$ cat config.mk
export PLATFORM = sky130hd
export DESIGN_NAME = modular_number_theory_unit_top
export DESIGN_NICKNAME = d
export VERILOG_FILES = /design/src/hdl/mntu_pkg.sv /design/src/hdl/mntu_div.sv /design/src/hdl/mntu_mulmod.sv /design/src/hdl/modular_number_theory_unit_top.sv
export SDC_FILE = /design/constraint.sdc
export NUM_CORES = 2
export LEC_CHECK = 0
export ABC_AREA = 1
export ABC_CLOCK_PERIOD_IN_PS = 17260
export BUFFER_PORTS_ARGS = -buffer_cell sky130_fd_sc_hd__buf_4
export CAP_MARGIN = 20
export CORE_MARGIN = 4
export CORE_UTILIZATION = 45
export CTS_BUF_LIST = sky130_fd_sc_hd__clkbuf_4 sky130_fd_sc_hd__clkbuf_8 sky130_fd_sc_hd__clkbuf_16
export DETAILED_ROUTE_END_ITERATION = 7
export PLACE_DENSITY_LB_ADDON = 0.05
export SLEW_MARGIN = 25
export SYNTH_ARGS = -nofsm -noshare
export SYNTH_HDL_FRONTEND = slang
export SYNTH_SLANG_ARGS = --single-unit
$ cat constraint.sdc
create_clock -name clk -period 17.26 [get_ports clk]
set_clock_uncertainty 0.15 [all_clocks]
set_input_delay 3.452 -clock clk [delete_from_list [all_inputs] [get_ports clk]]
set_output_delay 3.452 -clock clk [all_outputs]
set_load 0.05 [all_outputs]
$ cat src/hdl/mntu_pkg.sv
// Shared constants, codes and interface structs of the modular number-theory unit.
// Depends on nothing; used by every module of the block.
package mntu_pkg;

  localparam int W       = 32;
  localparam int FIELD_W = 32;
  localparam int RES_W   = 64;
  localparam int CW      = W + 2;
  localparam int CNT_W   = $clog2(W);

  typedef enum logic [1:0] {
    ACT_GCD = 2'd0,
    ACT_LCM = 2'd1,
    ACT_POW = 2'd2,
    ACT_INV = 2'd3
  } act_t;

  typedef enum logic [3:0] {
    S_IDLE,
    S_EUC,
    S_EUC_W,
    S_LCM_DIV,
    S_LCM_MUL,
    S_PW_RED,
    S_PW_RED_W,
    S_PW_BIT,
    S_PW_MUL,
    S_PW_SQ,
    S_PW_SQ_W,
    S_INV_ABS,
    S_INV_MOD,
    S_INV_OUT
  } state_t;

  typedef struct packed {
    logic                 done;
    logic [W-1:0]         quo;
    logic [W-1:0]         rem;
    logic signed [CW-1:0] prod;
  } div_res_t;

  typedef struct packed {
    logic start;
    logic reduce;
  } mm_cmd_t;

  typedef struct packed {
    logic           done;
    logic [2*W-1:0] value;
  } mm_res_t;

endpackage

$ cat src/hdl/mntu_div.sv
// Bit-serial restoring divider: one quotient bit per cycle, MSB first.
// Also accumulates quotient times a signed coefficient by Horner steps.
// Depends on mntu_pkg.
module mntu_div (
  input  logic                           clk,
  input  logic                           rst,
  input  logic                           start,
  input  logic [mntu_pkg::W-1:0]         dividend,
  input  logic [mntu_pkg::W-1:0]         divisor,
  input  logic signed [mntu_pkg::CW-1:0] coef,
  output mntu_pkg::div_res_t             res
);

  logic                           busy;
  logic                           done;
  logic [mntu_pkg::CNT_W-1:0]     cnt;
  logic [mntu_pkg::W-1:0]         n;
  logic [mntu_pkg::W-1:0]         d;
  logic [mntu_pkg::W-1:0]         r;
  logic signed [mntu_pkg::CW-1:0] c;
  logic signed [mntu_pkg::CW-1:0] p;

  logic [mntu_pkg::W:0]           rsh;
  logic [mntu_pkg::W:0]           diff;
  logic                           ge;
  logic [mntu_pkg::W-1:0]         r_next;
  logic signed [mntu_pkg::CW-1:0] p_next;

  always_comb begin
    rsh    = {r, n[mntu_pkg::W-1]};
    ge     = (rsh >= {1'b0, d});
    diff   = rsh - {1'b0, d};
    r_next = ge ? diff[mntu_pkg::W-1:0] : rsh[mntu_pkg::W-1:0];
    p_next = (p <<< 1) + (ge ? c : '0);
  end

  always_ff @(posedge clk) begin
    if (rst) begin
      busy <= 1'b0;
      done <= 1'b0;
    end else begin
      done <= 1'b0;
      if (start) begin
        busy <= 1'b1;
      end else if (busy && (cnt == '0)) begin
        busy <= 1'b0;
        done <= 1'b1;
      end
    end
  end

  always_ff @(posedge clk) begin
    if (start) begin
      n   <= dividend;
      d   <= divisor;
      c   <= coef;
      r   <= '0;
      p   <= '0;
      cnt <= mntu_pkg::CNT_W'(mntu_pkg::W - 1);
    end else if (busy) begin
      n   <= {n[mntu_pkg::W-2:0], ge};
      r   <= r_next;
      p   <= p_next;
      cnt <= cnt - 1'b1;
    end
  end

  assign res.done = done;
  assign res.quo  = n;
  assign res.rem  = r;
  assign res.prod = p;

endmodule

$ cat src/hdl/mntu_mulmod.sv
// Bit-serial multiplier, MSB first: plain 2W-bit product or interleaved
// modular product with the operand below the modulus. Depends on mntu_pkg.
module mntu_mulmod (
  input  logic                   clk,
  input  logic                   rst,
  input  mntu_pkg::mm_cmd_t      cmd,
  input  logic [mntu_pkg::W-1:0] mul_y,
  input  logic [mntu_pkg::W-1:0] mul_x,
  input  logic [mntu_pkg::W-1:0] md,
  output mntu_pkg::mm_res_t      res
);

  logic                       busy;
  logic                       done;
  logic                       red;
  logic [mntu_pkg::CNT_W-1:0] cnt;
  logic [mntu_pkg::W-1:0]     ys;
  logic [mntu_pkg::W-1:0]     xs;
  logic [mntu_pkg::W-1:0]     ms;
  logic [2*mntu_pkg::W-1:0]   acc;

  logic [mntu_pkg::W-1:0]     addend;
  logic [mntu_pkg::W+1:0]     t;
  logic [mntu_pkg::W+1:0]     m1;
  logic [mntu_pkg::W+1:0]     m2;
  logic [mntu_pkg::W+1:0]     rmod;
  logic [2*mntu_pkg::W-1:0]   plain;
  logic [2*mntu_pkg::W-1:0]   acc_next;

  always_comb begin
    addend = ys[mntu_pkg::W-1] ? xs : '0;
    t      = {1'b0, acc[mntu_pkg::W-1:0], 1'b0} + {2'b00, addend};
    m1     = {2'b00, ms};
    m2     = {1'b0, ms, 1'b0};
    if (t >= m2) begin
      rmod = t - m2;
    end else if (t >= m1) begin
      rmod = t - m1;
    end else begin
      rmod = t;
    end
    plain    = {acc[2*mntu_pkg::W-2:0], 1'b0} + {{mntu_pkg::W{1'b0}}, addend};
    acc_next = red ? {{mntu_pkg::W{1'b0}}, rmod[mntu_pkg::W-1:0]} : plain;
  end

  always_ff @(posedge clk) begin
    if (rst) begin
      busy <= 1'b0;
      done <= 1'b0;
    end else begin
      done <= 1'b0;
      if (cmd.start) begin
        busy <= 1'b1;
      end else if (busy && (cnt == '0)) begin
        busy <= 1'b0;
        done <= 1'b1;
      end
    end
  end

  always_ff @(posedge clk) begin
    if (cmd.start) begin
      red <= cmd.reduce;
      ys  <= mul_y;
      xs  <= mul_x;
      ms  <= md;
      acc <= '0;
      cnt <= mntu_pkg::CNT_W'(mntu_pkg::W - 1);
    end else if (busy) begin
      ys  <= {ys[mntu_pkg::W-2:0], 1'b0};
      acc <= acc_next;
      cnt <= cnt - 1'b1;
    end
  end

  assign res.done  = done;
  assign res.value = acc;

endmodule

$ cat src/hdl/modular_number_theory_unit_top.sv
// Modular number-theory unit: gcd, lcm, modular power and modular inverse.
// Depends on mntu_pkg, mntu_div and mntu_mulmod.
//
// An item is taken when start is high and busy is low; its single result
// appears on result and error for one cycle with done high, and must be
// taken then. Operand errors (lcm of two zeros, zero modulus) and a zero
// exponent answer in the cycle after the item is taken. Otherwise the work
// is done by two bit-serial units (W = 32): the divider, one use per Euclid
// step, and the modular multiplier. gcd and inverse run the Euclid steps on
// 32-bit operands, the inverse then takes the sign off, reduces and outputs
// its coefficient; lcm adds a division and a plain multiplication to its gcd;
// modular power reduces the base, then per exponent bit multiplies if the bit
// is set and squares while bits remain. One item is in work at a time.
module modular_number_theory_unit_top (
  input  logic                         clk,
  input  logic                         rst,
  input  logic                         start,
  output logic                         busy,
  input  logic [1:0]                   action,
  input  logic [mntu_pkg::FIELD_W-1:0] operand_a,
  input  logic [mntu_pkg::FIELD_W-1:0] operand_b,
  input  logic [mntu_pkg::FIELD_W-1:0] modulus,
  output logic                         done,
  output logic [mntu_pkg::RES_W-1:0]   result,
  output logic                         error
);

  mntu_pkg::state_t state;
  mntu_pkg::state_t state_next;
  mntu_pkg::act_t   act;
  mntu_pkg::act_t   act_in;

  logic [mntu_pkg::W-1:0]         a_in;
  logic [mntu_pkg::W-1:0]         b_in;
  logic [mntu_pkg::W-1:0]         m_in;

  logic [mntu_pkg::W-1:0]         x;
  logic [mntu_pkg::W-1:0]         y;
  logic [mntu_pkg::W-1:0]         opa;
  logic [mntu_pkg::W-1:0]         opb;
  logic [mntu_pkg::W-1:0]         md;
  logic [mntu_pkg::W-1:0]         acc;
  logic signed [mntu_pkg::CW-1:0] c0;
  logic signed [mntu_pkg::CW-1:0] c1;
  logic                           neg;

  logic                           div_start;
  logic [mntu_pkg::W-1:0]         div_n;
  logic [mntu_pkg::W-1:0]         div_d;
  logic signed [mntu_pkg::CW-1:0] div_c;
  mntu_pkg::div_res_t             div_res;

  mntu_pkg::mm_cmd_t              mm_cmd;
  logic [mntu_pkg::W-1:0]         mm_y;
  logic [mntu_pkg::W-1:0]         mm_x;
  mntu_pkg::mm_res_t              mm_res;

  logic                           fin;
  logic                           fin_err;
  logic [2*mntu_pkg::W-1:0]       fin_val;
  logic [mntu_pkg::W-1:0]         inv_val;

  assign a_in   = operand_a[mntu_pkg::W-1:0];
  assign b_in   = operand_b[mntu_pkg::W-1:0];
  assign m_in   = modulus[mntu_pkg::W-1:0];
  assign act_in = mntu_pkg::act_t'(action);
  assign busy   = (state != mntu_pkg::S_IDLE);

  assign inv_val = (neg && (c0 != '0)) ? (md - c0[mntu_pkg::W-1:0])
                                       : c0[mntu_pkg::W-1:0];

  mntu_div u_div (
    .clk      (clk),
    .rst      (rst),
    .start    (div_start),
    .dividend (div_n),
    .divisor  (div_d),
    .coef     (div_c),
    .res      (div_res)
  );

  mntu_mulmod u_mulmod (
    .clk   (clk),
    .rst   (rst),
    .cmd   (mm_cmd),
    .mul_y (mm_y),
    .mul_x (mm_x),
    .md    (md),
    .res   (mm_res)
  );

  always_ff @(posedge clk) begin
    if (rst) begin
      state <= mntu_pkg::S_IDLE;
    end else begin
      state <= state_next;
    end
  end

  always_comb begin
    state_next    = state;
    div_start     = 1'b0;
    div_n         = x;
    div_d         = y;
    div_c         = c1;
    mm_cmd.start  = 1'b0;
    mm_cmd.reduce = 1'b1;
    mm_y          = acc;
    mm_x          = x;
    fin           = 1'b0;
    fin_err       = 1'b0;
    fin_val       = '0;
    unique case (state)
      mntu_pkg::S_IDLE: begin
        if (start) begin
          unique case (act_in)
            mntu_pkg::ACT_GCD: begin
              state_next = mntu_pkg::S_EUC;
            end
            mntu_pkg::ACT_LCM: begin
              if ((a_in == '0) && (b_in == '0)) begin
                fin     = 1'b1;
                fin_err = 1'b1;
              end else begin
                state_next = mntu_pkg::S_EUC;
              end
            end
            mntu_pkg::ACT_POW: begin
              if (m_in == '0) begin
                fin     = 1'b1;
                fin_err = 1'b1;
              end else if (b_in == '0) begin
                fin     = 1'b1;
                fin_val = (2*mntu_pkg::W)'(1);
              end else begin
                state_next = mntu_pkg::S_PW_RED;
              end
            end
            mntu_pkg::ACT_INV: begin
              if (m_in == '0) begin
                fin     = 1'b1;
                fin_err = 1'b1;
              end else begin
                state_next = mntu_pkg::S_EUC;
              end
            end
          endcase
        end
      end
      mntu_pkg::S_EUC: begin
        if (y == '0) begin
          unique case (act)
            mntu_pkg::ACT_GCD: begin
              fin        = 1'b1;
              fin_val    = {{mntu_pkg::W{1'b0}}, x};
              state_next = mntu_pkg::S_IDLE;
            end
            mntu_pkg::ACT_LCM: begin
              div_start  = 1'b1;
              div_n      = opa;
              div_d      = x;
              div_c      = '0;
              state_next = mntu_pkg::S_LCM_DIV;
            end
            default: begin
              state_next = mntu_pkg::S_INV_ABS;
            end
          endcase
        end else begin
          div_start  = 1'b1;
          state_next = mntu_pkg::S_EUC_W;
        end
      end
      mntu_pkg::S_EUC_W: begin
        if (div_res.done) begin
          state_next = mntu_pkg::S_EUC;
        end
      end
      mntu_pkg::S_LCM_DIV: begin
        if (div_res.done) begin
          mm_cmd.start  = 1'b1;
          mm_cmd.reduce = 1'b0;
          mm_y          = opb;
          mm_x          = div_res.quo;
          state_next    = mntu_pkg::S_LCM_MUL;
        end
      end
      mntu_pkg::S_LCM_MUL: begin
        if (mm_res.done) begin
          fin        = 1'b1;
          fin_val    = mm_res.value;
          state_next = mntu_pkg::S_IDLE;
        end
      end
      mntu_pkg::S_PW_RED: begin
        mm_cmd.start = 1'b1;
        mm_y         = opa;
        mm_x         = mntu_pkg::W'(1);
        state_next   = mntu_pkg::S_PW_RED_W;
      end
      mntu_pkg::S_PW_RED_W: begin
        if (mm_res.done) begin
          state_next = mntu_pkg::S_PW_BIT;
        end
      end
      mntu_pkg::S_PW_BIT: begin
        if (y == '0) begin
          fin        = 1'b1;
          fin_val    = {{mntu_pkg::W{1'b0}}, acc};
          state_next = mntu_pkg::S_IDLE;
        end else if (y[0]) begin
          mm_cmd.start = 1'b1;
          mm_y         = acc;
          mm_x         = x;
          state_next   = mntu_pkg::S_PW_MUL;
        end else begin
          state_next = mntu_pkg::S_PW_SQ;
        end
      end
      mntu_pkg::S_PW_MUL: begin
        if (mm_res.done) begin
          state_next = mntu_pkg::S_PW_SQ;
        end
      end
      mntu_pkg::S_PW_SQ: begin
        if (y[mntu_pkg::W-1:1] == '0) begin
          state_next = mntu_pkg::S_PW_BIT;
        end else begin
          mm_cmd.start = 1'b1;
          mm_y         = x;
          mm_x         = x;
          state_next   = mntu_pkg::S_PW_SQ_W;
        end
      end
      mntu_pkg::S_PW_SQ_W: begin
        if (mm_res.done) begin
          state_next = mntu_pkg::S_PW_BIT;
        end
      end
      mntu_pkg::S_INV_ABS: begin
        state_next = mntu_pkg::S_INV_MOD;
      end
      mntu_pkg::S_INV_MOD: begin
        state_next = mntu_pkg::S_INV_OUT;
      end
      mntu_pkg::S_INV_OUT: begin
        fin        = 1'b1;
        fin_val    = {{mntu_pkg::W{1'b0}}, inv_val};
        state_next = mntu_pkg::S_IDLE;
      end
      default: begin
        state_next = mntu_pkg::S_IDLE;
      end
    endcase
  end

  always_ff @(posedge clk) begin
    unique case (state)
      mntu_pkg::S_IDLE: begin
        if (start) begin
          act <= act_in;
          opa <= a_in;
          opb <= b_in;
          md  <= m_in;
          x   <= a_in;
          y   <= (act_in == mntu_pkg::ACT_INV) ? m_in : b_in;
          c0  <= mntu_pkg::CW'(1);
          c1  <= '0;
          acc <= (m_in == mntu_pkg::W'(1)) ? '0 : mntu_pkg::W'(1);
        end
      end
      mntu_pkg::S_EUC_W: begin
        if (div_res.done) begin
          x  <= y;
          y  <= div_res.rem;
          c0 <= c1;
          c1 <= c0 - div_res.prod;
        end
      end
      mntu_pkg::S_PW_RED_W, mntu_pkg::S_PW_SQ_W: begin
        if (mm_res.done) begin
          x <= mm_res.value[mntu_pkg::W-1:0];
        end
      end
      mntu_pkg::S_PW_MUL: begin
        if (mm_res.done) begin
          acc <= mm_res.value[mntu_pkg::W-1:0];
        end
      end
      mntu_pkg::S_PW_SQ: begin
        y <= y >> 1;
      end
      mntu_pkg::S_INV_ABS: begin
        neg <= c0[mntu_pkg::CW-1];
        c0  <= c0[mntu_pkg::CW-1] ? -c0 : c0;
      end
      mntu_pkg::S_INV_MOD: begin
        if ($unsigned(c0) >= mntu_pkg::CW'(md)) begin
          c0 <= c0 - $signed(mntu_pkg::CW'(md));
        end
      end
      default: begin
      end
    endcase
  end

  always_ff @(posedge clk) begin
    if (rst) begin
      done <= 1'b0;
    end else begin
      done <= fin;
    end
  end

  always_ff @(posedge clk) begin
    if (fin) begin
      result <= mntu_pkg::RES_W'(fin_val);
      error  <= fin_err;
    end
  end

endmodule

### Word-level counts from Yosys, hierarchy flattened

Cells that the tools add are included.

* eq/ne operators: 30
* $lt $le $gt $ge: 4
* add/subtract/negate cells: 12
* reductions and logical operators: 37
* muxes and demuxes: 96

Operator list (count)
* two-way mux 32 bit: 28
* two-way mux 34 bit: 10
* one-hot mux 64 bit (5 select lines): 1
* one-hot mux 32 bit (3 select lines): 3
* one-hot mux 34 bit (4 select lines): 1
* logical NOT 32 bit: 4
* two-way mux 64 bit: 2
* one-hot mux 32 bit (2 select lines): 2
* subtractor 32 bit: 4
* >= comparator 34 x 32 -> 1 bit: 2
* one-hot mux 34 bit (2 select lines): 1
* adder 64 x 32 -> 64 bit: 1
* two-way mux 4 bit: 13
* one-hot mux 4 bit (12 select lines): 1
* adder 33 x 32 -> 34 bit: 1
* adder 34 bit: 1
* >= comparator 34 x 33 -> 1 bit: 1
* negation 34 bit: 1
* nonzero test 34 bit: 1
* subtractor 34 x 33 -> 34 bit: 1
* subtractor 34 bit: 1
* >= comparator 33 x 32 -> 1 bit: 1
* equality test 32 x 1 -> 1 bit (second input constant): 1
* logical NOT 31 bit: 1
* 31 further kinds: 96

* logic and storage cells: 210
* output and inout port bits: 67
* bits of input ports: 101
* bits in registers: 672

### Depth between registers and ports, before layout

* depth after elaboration: 6
* gate-level depth with buffers: 33
* depth with buffers taken out: 31

### Modules after synthesis

From an unflattened synthesis, not the netlist that was laid out.

* cells, all modules: 6623
* area total of the unflattened synthesis: 48123.7 sq um

By module, submodules not included
* modular_number_theory_unit_top: sequential area each 9949.5 sq um, area an instance 23944.2 sq um, cells an instance 3178, times used 1
* mntu_mulmod: sequential area each 4334.2 sq um, area an instance 13681.9 sq um, cells an instance 2064, times used 1
* mntu_div: sequential area each 4404.2 sq um, area an instance 10497.6 sq um, cells an instance 1381, times used 1

### Least setup slack after synthesis

Ideal clock, no wire load.

* kind: in2reg
* start point: in start
* end point: reg error, enable pin
* cell stages on the path: 4
* buffers on the path: 0
* setup time: 435 ps
* arrival: 9880 ps
* data required time: 16675 ps
* slack: 6795 ps
* cell sequence: inv_1 > nor2_1 > nand3_1 > nand3_1

* longest elaborated chain between the ends: 2

Ends and longest elaborated chain
* start, declared: RTL line modular_number_theory_unit_top.sv:17 `input logic start,`
* two-way mux 1 bit: RTL line modular_number_theory_unit_top.sv:115 `if (start) begin`
* one-hot mux 1 bit (5 select lines): RTL line modular_number_theory_unit_top.sv:113 `unique case (state)`
* named net fin: RTL line modular_number_theory_unit_top.sv:58 `logic fin;`
* end signal, assigned: RTL line modular_number_theory_unit_top.sv:318 `error <= fin_err;`
* end, declared: RTL line modular_number_theory_unit_top.sv:25 `output logic error`

The timed path passes the listed nets, and every way through them passes these cells.
A chain may end at the register's enable or synchronous reset.

### Worst setup path in the final report

* start point: reg u_mulmod.ys[31] (netlist name)
* end point: reg u_mulmod.acc[20] (netlist name)

* longest elaborated chain between the ends: 6
* elaborated cells between the ends (all ways): 10
* classes of those cells: add/sub (4); order compare (2); mux (4)

Ends and longest elaborated chain
* start, declared: RTL line mntu_mulmod.sv:17 `logic [mntu_pkg::W-1:0] ys;`
* start signal, assigned: RTL line mntu_mulmod.sv:64 `ys <= mul_y;`
* start signal, assigned: RTL line mntu_mulmod.sv:70 `ys <= {ys[mntu_pkg::W-2:0], 1'b0};`
* two-way mux 32 bit *: RTL line mntu_mulmod.sv:31 `addend = ys[mntu_pkg::W-1] ? xs : '0;`
* adder 33 x 32 -> 34 bit: RTL line mntu_mulmod.sv:32 `t = {1'b0, acc[mntu_pkg::W-1:0], 1'b0} + {2'b00, addend};`
* subtractor 32 bit or >= comparator 34 x 32 -> 1 bit (tied branches): RTL line mntu_mulmod.sv:38, mntu_mulmod.sv:37
* two-way mux 32 bit: RTL line mntu_mulmod.sv:37 `end else if (t >= m1) begin`
* two-way mux 32 bit: RTL line mntu_mulmod.sv:35 `if (t >= m2) begin`
* two-way mux 64 bit *: RTL line mntu_mulmod.sv:43 `acc_next = red ? {{mntu_pkg::W{1'b0}}, rmod[mntu_pkg::W-1:0]} : plain;`
* end signal, assigned: RTL line mntu_mulmod.sv:71 `acc <= acc_next;`
* end, declared: RTL line mntu_mulmod.sv:20 `logic [2*mntu_pkg::W-1:0] acc;`

Mark *: on every way between the ends. The rest lies on a longest branch, timed or not.

==> metrics.yaml <==
synth_edf_count: 523
p_clk_frac: 0.164
routed.top_layer: "met5"
fp.dieH_microns: 326.3
clk_pin_slew_worst_paths_ps: 70
grt_first_pass_wirelength_microns: 272700
numCtsBuffers: 79
coreArea_sq_mm: 0.1003
postRouteAntennaNets: 0
crit_arrival_ps: 7040
seqPwrFrac: 0.276
rsz0062_at_grt: "no"
timing.max_cap.violations: 0
slew-limit-headroom: 0.1986
portBuffers: 167
total_power_mw: 10.65
die_area_sq_mm: 0.1065
grtUsageTotal: 0.3440
p_per_area_mw_per_mm2: 209.0
peakVddDrop_mv: 0.2609
synth_area_sq_mm: 0.04560
cts.htree.levels: 3
drtIter0Drc: 5468
synth_top_area_share: 0.3444
hold_buffers: 0
critPathRequiredTime_ps: 17630
root_buffer: "clkbuf_16"
cts_resized: 0
critical_path_class: "flop to flop"
synth_fp_nets: 6284
nets: 6403
wl_per_cell_microns: 25.44
ys.flop_type: "edfxtp_1"
areaGrowthSynthToFinish_pct: 11.77
synth.area.top_cells: "edfxtp_1 34%, nand2_1 9.5%, inv_1 7.7%, ha_1 7.1%, dfxtp_1 6.5%"
crit_path_start_kind: "flop"
tns_ps: 0
slew_violations: 0
status: "finished clean"
grt_max_degree: 66
cp.buffers_inverters: 3
cts_sinks: 672
synthDistinctLibCells: 68
die_w_microns: 326.3
nFillCells: 9976
start_util: 0.4547
rows: 116
final_util: 0.5082
critPathTopFamily: "compound AO/OA/AOI/OAI gates"
antenna_found_initial: 12
tightest_slew_ps: 1189
first_pass_iters: 6
num_vias: 43500
met3_length_microns: 17490
drive_gt1_frac: 0.07344
synth.largest_area_cell: "edfxtp_1"
post-dp-hpwl_microns: 151400
async_flop_share: 0
fin_crit_sh: 0.3864
cp_max_fo: 35
holdCritPathClass: "flop to flop"
clockBufferDepth: 3
path_cells: "nand2_1 > inv_1 > ha_1 > inv_1 > fa_1 > o21ai_1 > nand2_1 > nand2_1 > nand2_1 > nand2_1 > a21boi_0 > o21ai_0 > xor2_1 > ha_1 > nand2_1 > nor2_1 > inv_1 > nor3_1 > a21boi_0 > nand4_4 > o21ai_2 > nand2_1 > nand3_1 > o21ai_1"
final_common_cell: "nand2_1"
routed_wl_microns: 189700
switchingPower_mw: 5.477
gp_congestion: 0.9951
ys_ff_latch: 672
worst_path_max_delay_cell: "edfxtp_1"
clock_latency_ps: 670
period_minus_slack_ps: 6670
reg2reg_slack_ps: 10590
crit_top_cell: "nand2_1"
sw_frac_of_total: 0.5141
final-setup-viol-count: 0
grt.overflow.total: 0
hold_viol_final: 0
cts_tree: "yes"
synth_cells: 5917
postCtsSetupBuffers: 0
io_pins: 168
synth_seq_area_share: 0.4098
first_global_vias: 40650
power_leakage_nw: 21.96
cpPeakStageDelay_ps: 760
drt-vias-per-instance: 5.832
fmax_mhz: 149.9
ys_warn_count: 0
most-common-layout-cells: "1154 x nand2_1, 928 x inv_1, 572 x nor2_1, 523 x edfxtp_1, 507 x a21oi_1"
drc_errors: 0
route.met2.wl_microns: 83170
drt-met1-wl_microns: 78640
internal-power_mw: 5.176
cp-end-kind: "flop"
combPwrFrac: 0.560
avgSynthCellArea_sq_um: 7.706
-- per-stage QoR --
| stage | area (sq um) | instances | hold WS [ps] | setup WS, ps |
|---|---|---|---|---|
| 6_report | 50960 | 7458 | 327.1 | 10590 |
| 2_1_floorplan | 45600 | 5917 | 276.4 | 6795 |
| 5_1_grt | 50960 | 7457 | 355.2 | 10270 |
| 4_1_cts | 50920 | 7455 | 325.3 | 10380 |
| 3_3_place_gp | 48250 | 7309 | 307.8 | 10470 |
| 3_5_place_dp | 48260 | 7310 | 313.7 | 10390 |
-- flip-flops by register name, summed over array words and instances (netlist names), 34 cells and up --
name	cells
result	64
u_mulmod.acc	64
c0	34
c1	34
u_div.c	34
u_div.p	34
-- area by class of cell --
cell class                      count  area [sq um]  share of cell area
Timing Repair Buffer              219          1669             0.03275
Inverter                          950          3566             0.06997
Clock inverter                     56         598.1             0.01174
Tap cell                         1357          1698             0.03332
Sequential cell                   672         18690              0.3667
Clock buffer                       89          2064             0.04051
Multi-Input combinational cell   4114         22680              0.4450
Antenna cell                        1         2.502          0.00004910
-- routing by layer --
layer	vias up	global-route usage
met5	-	0
met4	6	0.1607
met3	364	0.05935
met2	2155	0.5313
met1	20610	0.4716
li1	20360	-
-- worst reg2reg max path, cell delays in order, from the launching register on --
cell      delay [ps]
edfxtp_1         760
nand2_1          110
inv_1             80
ha_1             250
inv_1            110
fa_1             410
o21ai_1          270
nand2_1           90
nand2_1          100
nand2_1           60
nand2_1          140
a21boi_0         190
o21ai_0          230
xor2_1           610
ha_1             410
nand2_1          140
nor2_1            70
inv_1            100
nor3_1            60
a21boi_0         590
nand4_4          600
o21ai_2          690
nand2_1          100
nand3_1          120
o21ai_1           70
-- synth_stat cells, types with 4 or more instances --
| library cell | count |
|---|---|
| a211oi_1 | 5 |
| a21boi_0 | 18 |
| a21o_1 | 34 |
| a21oi_1 | 508 |
| a221oi_1 | 11 |
| a22oi_1 | 28 |
| a31o_2 | 5 |
| a31oi_1 | 42 |
| and3_1 | 8 |
| buf_1 | 17 |
| buf_2 | 34 |
| buf_4 | 9 |
| buf_6 | 4 |
| clkbuf_1 | 117 |
| dfxtp_1 | 149 |
| edfxtp_1 | 523 |
| fa_1 | 8 |
| ha_1 | 258 |
| inv_1 | 930 |
| inv_2 | 17 |
| nand2_1 | 1159 |
| nand2_2 | 9 |
| nand3_1 | 241 |
| nand3b_1 | 13 |
| nand4_1 | 55 |
| nor2_1 | 577 |
| nor2_2 | 16 |
| nor2_4 | 5 |
| nor3_1 | 82 |
| nor4_1 | 41 |
| o2111ai_1 | 18 |
| o211ai_1 | 85 |
| o21a_1 | 20 |
| o21ai_0 | 445 |
| o21ai_1 | 28 |
| o21bai_1 | 48 |
| o221ai_1 | 72 |
| o22ai_1 | 78 |
| o31ai_1 | 4 |
| or2_2 | 17 |
| xnor2_1 | 46 |
| xor2_1 | 97 |
-- path summary, 6_finish.rpt --
path,end,start,depth (start not counted)
setup / recovery,u_mulmod.acc[20]$_SDFFE_PP0P_,u_mulmod.ys[31]$_DFFE_PP_,24
hold / removal,u_div.r[26]$_SDFFE_PP0P_,u_div.r[26]$_SDFFE_PP0P_,2
setup reg to reg,u_mulmod.acc[20]$_SDFFE_PP0P_,u_mulmod.ys[31]$_DFFE_PP_,24
hold reg to reg,u_div.r[26]$_SDFFE_PP0P_,u_div.r[26]$_SDFFE_PP0P_,2
-- power by group through the flow --
stage	registers [mW]	logic [mW]	clock network [mW]
3_3_place_gp	2.94	5.80	0
4_1_cts	2.92	5.81	1.77
2_1_floorplan	2.73	3.90	0
3_5_place_dp	2.95	5.77	0
5_1_grt	2.97	6.48	1.84
6_report	2.94	5.96	1.75
-- cell families after synthesis --
kind of cell             synth area share
flip-flops                         0.4098
adder cells (fa/ha/maj)           0.07431
AND/OR/NAND/NOR                    0.2047
XOR/XNOR                          0.02747
buffers and inverters             0.09543
AO/OA/AOI/OAI                      0.1883
Note: power is estimated with default switching activity, not from simulation.
